===== src/rtl/binary_search_engine_macros.svh =====
// Assertion macros shared by the binary search engine RTL.
// Depends on nothing; the asserting modules provide clk_i and rst_ni.
`ifndef BINARY_SEARCH_ENGINE_MACROS_SVH
`define BINARY_SEARCH_ENGINE_MACROS_SVH
`ifndef SYNTH
`define BSE_ASSERT(label, prop, msg) \
  label: assert property (@(posedge clk_i) disable iff (!rst_ni) (prop)) else $error(msg);
`define BSE_ASSERT_CLK(label, clk, rst_n, prop, msg) \
  label: assert property (@(posedge clk) disable iff (!rst_n) (prop)) else $error(msg);
`else
`define BSE_ASSERT(label, prop, msg)
`define BSE_ASSERT_CLK(label, clk, rst_n, prop, msg)
`endif
`endif


===== src/rtl/bse_pkg.sv =====
// Types and constants of the binary search engine.
// Depends on nothing; used by binary_search_engine, bse_ctrl and the testbench.
package bse_pkg;

  localparam int unsigned TABLE_DEPTH = 64;
  localparam int unsigned IDX_W       = $clog2(TABLE_DEPTH);
  localparam int unsigned BND_W       = IDX_W + 1;
  localparam int unsigned DATA_W      = 32;
  localparam int unsigned COUNT_W     = 7;
  localparam int unsigned POS_W       = 6;
  localparam int unsigned IN_IDX_W    = 6;

  localparam logic [COUNT_W-1:0] COUNT_RESET = COUNT_W'(64);

  localparam logic FUNC_WRITE  = 1'b0;
  localparam logic FUNC_SEARCH = 1'b1;

  typedef struct packed {
    logic                     func;
    logic [IN_IDX_W-1:0]      entry_index;
    logic signed [DATA_W-1:0] entry_value;
    logic signed [DATA_W-1:0] search_key;
  } bse_req_t;

  typedef struct packed {
    logic             found;
    logic [POS_W-1:0] position;
  } bse_rsp_t;

  typedef struct packed {
    logic              we;
    logic [IDX_W-1:0]  waddr;
    logic [DATA_W-1:0] wdata;
    logic              re;
    logic [IDX_W-1:0]  raddr;
  } bse_ram_port_t;

endpackage


===== src/rtl/binary_search_engine.sv =====
// Top level of the binary search engine: configuration register, result register,
// table memory and search sequencer. Depends on bse_pkg, bse_ram and bse_ctrl.
//
// The engine keeps a table of signed 32-bit words in a synchronous memory and looks
// keys up in it by binary search over entries 0 to entry_count-1 (a count above the
// table depth is taken as the depth). A write beat stores one word and produces no
// result; the engine stays idle, ready for the next beat. A search beat produces
// one result beat with a found flag and the matching position (zero on a miss).
// Each probe takes a memory read state and a compare state, and a search makes at
// most 7 probes for a full table. The finished result waits in an output register,
// so the next beat is taken meanwhile.
// The table is not cleared by reset; entries must be written before they are probed.
module binary_search_engine import bse_pkg::*; (
  input  logic               clk_i,
  input  logic               rst_ni,
  input  logic               cfg_we_i,
  input  logic [COUNT_W-1:0] cfg_wdata_i,
  input  logic               in_valid_i,
  output logic               in_ready_o,
  input  bse_req_t           in_data_i,
  output logic               out_valid_o,
  input  logic               out_ready_i,
  output bse_rsp_t           out_data_o
);

  logic [COUNT_W-1:0] count_q;
  logic               out_valid_q;
  bse_rsp_t           out_data_q;
  logic               rsp_valid;
  logic               rsp_ready;
  bse_rsp_t           rsp;
  bse_ram_port_t      ram_port;
  logic [DATA_W-1:0]  ram_rdata;

  always_ff @(posedge clk_i or negedge rst_ni) begin
    if (!rst_ni) begin
      count_q <= COUNT_RESET;
    end else if (cfg_we_i) begin
      count_q <= cfg_wdata_i;
    end
  end

  assign rsp_ready = !out_valid_q || out_ready_i;

  always_ff @(posedge clk_i or negedge rst_ni) begin
    if (!rst_ni) begin
      out_valid_q <= 1'b0;
    end else if (rsp_ready) begin
      out_valid_q <= rsp_valid;
    end
  end

  always_ff @(posedge clk_i) begin
    if (rsp_ready && rsp_valid) begin
      out_data_q <= rsp;
    end
  end

  assign out_valid_o = out_valid_q;
  assign out_data_o  = out_data_q;

  bse_ram #(
    .Width (DATA_W),
    .Depth (TABLE_DEPTH)
  ) u_table (
    .clk_i   (clk_i),
    .we_i    (ram_port.we),
    .waddr_i (ram_port.waddr),
    .wdata_i (ram_port.wdata),
    .re_i    (ram_port.re),
    .raddr_i (ram_port.raddr),
    .rdata_o (ram_rdata)
  );

  bse_ctrl u_ctrl (
    .clk_i         (clk_i),
    .rst_ni        (rst_ni),
    .req_valid_i   (in_valid_i),
    .req_ready_o   (in_ready_o),
    .req_i         (in_data_i),
    .entry_count_i (count_q),
    .rsp_valid_o   (rsp_valid),
    .rsp_ready_i   (rsp_ready),
    .rsp_o         (rsp),
    .ram_o         (ram_port),
    .ram_rdata_i   (ram_rdata)
  );

endmodule


===== src/rtl/bse_ram.sv =====
// Generic simple dual-port RAM: one write port, one read port, registered read.
// Depends on nothing.
module bse_ram #(
  parameter int unsigned Width = 32,
  parameter int unsigned Depth = 64
) (
  input  logic                     clk_i,
  input  logic                     we_i,
  input  logic [$clog2(Depth)-1:0] waddr_i,
  input  logic [Width-1:0]         wdata_i,
  input  logic                     re_i,
  input  logic [$clog2(Depth)-1:0] raddr_i,
  output logic [Width-1:0]         rdata_o
);

  logic [Width-1:0] mem_q [Depth];
  logic [Width-1:0] rdata_q;

  always_ff @(posedge clk_i) begin
    if (we_i) begin
      mem_q[waddr_i] <= wdata_i;
    end
    if (re_i) begin
      rdata_q <= mem_q[raddr_i];
    end
  end

  assign rdata_o = rdata_q;

endmodule


===== src/rtl/bse_ctrl.sv =====
// Search sequencer: takes request beats, writes the table and runs the probe loop.
// Depends on bse_pkg and binary_search_engine_macros.svh.
`include "binary_search_engine_macros.svh"
module bse_ctrl import bse_pkg::*; (
  input  logic                clk_i,
  input  logic                rst_ni,
  input  logic                req_valid_i,
  output logic                req_ready_o,
  input  bse_req_t            req_i,
  input  logic [COUNT_W-1:0]  entry_count_i,
  output logic                rsp_valid_o,
  input  logic                rsp_ready_i,
  output bse_rsp_t            rsp_o,
  output bse_ram_port_t       ram_o,
  input  logic [DATA_W-1:0]   ram_rdata_i
);

  localparam logic [1:0] ST_IDLE  = 2'd0;
  localparam logic [1:0] ST_PROBE = 2'd1;
  localparam logic [1:0] ST_CMP   = 2'd2;
  localparam logic [1:0] ST_DONE  = 2'd3;

  logic [1:0]               state_q, state_d;
  logic [BND_W-1:0]         lo_q, lo_d;
  logic [BND_W-1:0]         hi_q, hi_d;
  logic [IDX_W-1:0]         mid_q, mid_d;
  logic signed [DATA_W-1:0] key_q, key_d;
  logic                     found_q, found_d;
  logic [POS_W-1:0]         pos_q, pos_d;
  logic [BND_W:0]           mid_sum;
  logic [IDX_W-1:0]         mid;
  logic signed [DATA_W-1:0] probe;
  logic                     accept;

  // The upper bound is held exclusive, so the range is empty when lo equals hi.
  assign mid_sum = {1'b0, lo_q} + {1'b0, hi_q} - (BND_W + 1)'(1);
  assign mid     = mid_sum[IDX_W:1];
  assign probe   = signed'(ram_rdata_i);
  assign accept  = req_valid_i && req_ready_o;

  always_comb begin
    state_d     = state_q;
    lo_d        = lo_q;
    hi_d        = hi_q;
    mid_d       = mid_q;
    key_d       = key_q;
    found_d     = found_q;
    pos_d       = pos_q;
    req_ready_o = 1'b0;
    rsp_valid_o = 1'b0;
    ram_o       = '0;
    ram_o.waddr = IDX_W'(req_i.entry_index);
    ram_o.wdata = req_i.entry_value;
    ram_o.raddr = mid;
    unique case (state_q)
      ST_IDLE: begin
        req_ready_o = 1'b1;
        if (accept) begin
          if (req_i.func == FUNC_WRITE) begin
            ram_o.we = 1'b1;
          end else begin
            key_d = req_i.search_key;
            lo_d  = '0;
            if (entry_count_i > COUNT_W'(TABLE_DEPTH)) begin
              hi_d = BND_W'(TABLE_DEPTH);
            end else begin
              hi_d = BND_W'(entry_count_i);
            end
            state_d = ST_PROBE;
          end
        end
      end
      ST_PROBE: begin
        if (lo_q < hi_q) begin
          ram_o.re = 1'b1;
          mid_d    = mid;
          state_d  = ST_CMP;
        end else begin
          found_d = 1'b0;
          pos_d   = '0;
          state_d = ST_DONE;
        end
      end
      ST_CMP: begin
        priority if (key_q == probe) begin
          found_d = 1'b1;
          pos_d   = POS_W'(mid_q);
          state_d = ST_DONE;
        end else if (key_q < probe) begin
          hi_d    = {1'b0, mid_q};
          state_d = ST_PROBE;
        end else begin
          lo_d    = {1'b0, mid_q} + BND_W'(1);
          state_d = ST_PROBE;
        end
      end
      ST_DONE: begin
        rsp_valid_o = 1'b1;
        if (rsp_ready_i) begin
          state_d = ST_IDLE;
        end
      end
      default: begin
        state_d = ST_IDLE;
      end
    endcase
  end

  assign rsp_o.found    = found_q;
  assign rsp_o.position = pos_q;

  always_ff @(posedge clk_i or negedge rst_ni) begin
    if (!rst_ni) begin
      state_q <= ST_IDLE;
    end else begin
      state_q <= state_d;
    end
  end

  always_ff @(posedge clk_i) begin
    lo_q    <= lo_d;
    hi_q    <= hi_d;
    mid_q   <= mid_d;
    key_q   <= key_d;
    found_q <= found_d;
    pos_q   <= pos_d;
  end

  `BSE_ASSERT(a_miss_pos_zero, rsp_valid_o && !rsp_o.found |-> rsp_o.position == '0, "Miss beat carries a non-zero position.")
  `BSE_ASSERT(a_cmp_after_read, state_q == ST_CMP |-> $past(ram_o.re), "Compare without a table read in the previous cycle.")
  `BSE_ASSERT_CLK(a_write_idle, clk_i, rst_ni, ram_o.we |-> state_q == ST_IDLE && !ram_o.re, "Table write outside the idle state.")

endmodule


===== config.mk =====
export PLATFORM = sky130hd
export DESIGN_NAME = binary_search_engine
export DESIGN_NICKNAME = d
export VERILOG_FILES = /design/src/rtl/bse_pkg.sv /design/src/rtl/binary_search_engine.sv /design/src/rtl/bse_ram.sv /design/src/rtl/bse_ctrl.sv
export VERILOG_INCLUDE_DIRS = /design/src /design/src/rtl
export SDC_FILE = /design/constraint.sdc
export NUM_CORES = 2
export LEC_CHECK = 0
export BUFFER_PORTS_ARGS = -buffer_cell sky130_fd_sc_hd__buf_2
export CAP_MARGIN = 25
export CORE_ASPECT_RATIO = 0.8
export CORE_MARGIN = 3
export CORE_UTILIZATION = 40
export DETAILED_ROUTE_END_ITERATION = 8
export PLACE_DENSITY = 0.67
export SLEW_MARGIN = 10
export SYNTH_ARGS = -nofsm -noshare
export SYNTH_HDL_FRONTEND = slang
export SYNTH_SLANG_ARGS = --single-unit

===== constraint.sdc =====
create_clock -name clk_i -period 3.85 [get_ports clk_i]
set_input_delay 0.1925 -clock clk_i [delete_from_list [all_inputs] [get_ports clk_i]]
set_output_delay 0.1925 -clock clk_i [all_outputs]
set_load 0.05 [all_outputs]

==> results_dict.tcl <==
set metrics [dict create \
    synthDominantAreaCellType "edfxtp_1" \
    finalWirelength_um 218000 \
    share_of_layout_cells_above_drive_strength_1 0.354 \
    synthesis_warnings 0 \
    route.vias.total 39990 \
    chipHeight_um 413 \
    timing_worst_setup_path_type "flop to flop" \
    initial_core_util 0.404 \
    max_cap_viol_count 0 \
    highest_fanout_seen_on_the_critical_path 20 \
    clock_tree.buffer_depth 3 \
    worst_path_largest_cell_delay_ns 0.85 \
    max-slew-margin-rel 0.322 \
    via_per_inst 5.93 \
    critical-path-top-delay-family "adder cells" \
    io_pins 92 \
    final_max_slew_viol_count 0 \
    wire_length_of_the_first_global_routing_pass_um 303000 \
    critPathSlowestCell "fa_4" \
    syn-cell-area_um2 82700 \
    clock_skew_ns 0.0307 \
    ys_types 49 \
    antenna_found_initial 10 \
    floorplan.rows 148 \
    synth.cells.most_frequent "edfxtp_1 (2146), mux4_2 (640), clkbuf_1 (87), nor2_1 (78), inv_1 (61)" \
    grt_max_degree 65 \
    ys_seq_elements 2156 \
    dieWidth_um 514 \
    die-area_um2 212000 \
    synthArstFlopShare 0.00464 \
    antenna_violating_nets_post_route 0 \
    synth-edff-count 2146 \
    synthCells 3370 \
    drt-pass1-iter-count 8 \
    synth_area_per_cell_um2 24.5 \
    clock_tree_from_tritoncts "done" \
    final_hpwl_dp_um 117000 \
    design.final.nets 4027 \
    cts.reportedPaths.clkPinSlew_ns 0.07 \
    post_detailed_route_drc_marker_count 0 \
    clock_latency_ns 0.82 \
    synth_ff_type "edfxtp_1" \
    utilization 0.480 \
    unrepaired_setup_endpoints_after_global_routing "yes" \
    violations "negative setup slack" \
    run_status "finished, violations left" \
    worstSetupStartpointType "flop" \
    critPathCaptureType "flop" \
    final-setup-viol-count 31 \
    synth-seq-area-share 0.782 \
    top_post_synthesis_cells_by_area "edfxtp_1 (78%), mux4_2 (17%), ha_1 (0.80%)" \
    fillerInstances 16066 \
    timing.critical_path.arrival_ns 4.54 \
    gpl.final_weighted_congestion 0.796 \
    buffer_ports.inserted 91 \
    worstPathBufferInverterCount 7 \
    crit_path_cells "inv_2 -> ha_4 -> inv_4 -> ha_4 -> fa_4 -> buf_12 -> buf_16 -> buf_12 -> buf_16 -> buf_16 -> mux4_2 -> mux4_2 -> a221o_1" \
    critPathMostFrequentCell "buf_16" \
    cts-htree-levels 4 \
    grt.overflow.total 0 \
    cp.required_ns 4.41 \
    hold-worst-slack_ns 0.0712 \
    global_route.usage.total 0.202 \
    multiInputGateArea_um2 17700 \
    timing.final.crit_share 1.03 \
    synth_largest_type_area_fraction 0.779 \
    cts.sink_count 2156 \
    wire_per_inst_um 32.2 \
    area.sequential_um2 64700 \
    numCtsBuffers 186 \
    setup_total_negative_slack_ns -2.22 \
    number_of_global_route_vias_before_repair 39109 \
    core_box_area_um2 204000 \
    finalWorstPathRequiredPeriod_ns 3.98 \
    hold_class "input port to flop" \
    worst_slack_ns -0.126 \
    finalHoldViolCount 0 \
    mappedNetlistNets 3507 \
    post-synth-top-count-cell "edfxtp_1" \
    cts_root_buf "clkbuf_16" \
    pre_cts_slack_ns -0.394 \
    max_slew.worst_pin.slew_ns 1.02 \
    fmax_ghz 0.251 \
    dr.first_iter.drc_count 6014 \
    area.growth.synth_to_final_pct 18.8 \
]
layer usage:
metal / GRT usage / wire length [µm] / vias to the layer above
li1: - / - / 15630
met1: 0.298 / 88300 / 21649
met2: 0.304 / 99400 / 2413
met3: 0.0526 / 25100 / 294
met4: 0.0481 / 4830 / 4
met5: 0 / 27 / -
path summary, 6_finish.rpt:
check | slack (ns) | endpoint | from | depth (start not counted)
worst min register to register | 0.42 | out_data_o[6] | u_ctrl.found_q | 0
worst min-delay path | 0.07 | u_table.mem_q[22][7] | in_data_i[66] | 4
worst max-delay path | -0.13 | u_table.rdata_o[9] | u_ctrl.lo_q[1] | 13
max in group asynchronous | 3.10 | count_q[6] | rst_ni | 3
min in group asynchronous | 0.40 | count_q[5] | rst_ni | 3
worst max register to register | -0.13 | u_table.rdata_o[9] | u_ctrl.lo_q[1] | 13
layout by cell type (no fill, tap or decap), drive strengths merged, types with 3 or more instances in the layout:
cell type    Yosys  final
xor2             3      3
clkinvlp         0      6
edfxtp        2146   2146
a21oi           19     19
nand3b           4      4
a21o             9      9
a211oi           4      4
nor2b            7      7
mux2             7      7
inv             61     65
nand4            5      5
dfrtp            9      9
a221o           32     32
and2            15     15
xnor2            4      4
buf             76    405
clkinv           0     83
ha              53     53
nand2           25     25
and3             3      3
dlygate4sd3      0     81
clkbuf          87    235
bufinv           0     22
o21ai            5      5
diode            0      5
mux4           640    640
nor2            78     78
nand3           10     10
nand2b           4      4
a22o            32     32
nor3             5      5
area by class of cell:
cell class | count | area share
diodes | 5 | 0.000127
clock buffers | 226 | 0.0506
clock inverters | 115 | 0.0117
inverters | 61 | 0.00236
multi-input cells | 990 | 0.180
flip-flops and latches | 2156 | 0.659
well taps | 2700 | 0.0344
repair buffers | 495 | 0.0621
worst reg2reg max path, stage by stage (launching register included):
cell,delay [ns]
edfxtp_1,0.39
inv_2,0.06
ha_4,0.27
inv_4,0.04
ha_4,0.15
fa_4,0.85
buf_12,0.14
buf_16,0.15
buf_12,0.17
buf_16,0.15
buf_16,0.18
mux4_2,0.33
mux4_2,0.56
a221o_1,0.32
flip-flops by register name, summed over array words and instances, names as in the netlist:
signal and cells:
u_ctrl.hi_q 7, u_ctrl.found_q 1, u_ctrl.lo_q 7, out_valid_o 1
u_table.rdata_o 32, u_ctrl.key_q 32, count_q 7, out_data_o 7
u_ctrl.state_q 2, u_ctrl.mid_q 6, u_table.mem_q 2048, u_ctrl.pos_q 6
cells by family (layout without fill, tap and decap cells):
logic type               after synthesis  count (layout)  synth area share
flip-flops                          2156            2156             0.782
buffers and inverters                224             897            0.0125
multiplexers                         648             648             0.175
adder cells (fa/ha/maj)               54              54           0.00826
other                                  0               5                 0
AO/OA/AOI/OAI                        116             116            0.0113
AND/OR/NAND/NOR                      165             165           0.00931
XOR/XNOR                               7               7          0.000742
metrics by stage:
step / cells / cell area [µm²]
floorplan: 3370 / 82700
global placement: 6236 / 89300
detailed placement: 6239 / 89300
CTS: 6663 / 96900
global route: 6748 / 98200
finish: 6748 / 98200
repair_timing:
item / in CTS / in global routing
cloned: 13 / 9
resized for setup: 76 / 29
setup endpoints to repair: 32 / 32
pin swaps: 9 / 14
setup buffers: 15 / 22
hold buffers: 55 / 26
endpoints found under the hold margin: 192 / 976
Power is left out: the tool's default activity adds up to more than one toggle a clock period on the data nets, which glitch-free logic cannot reach.
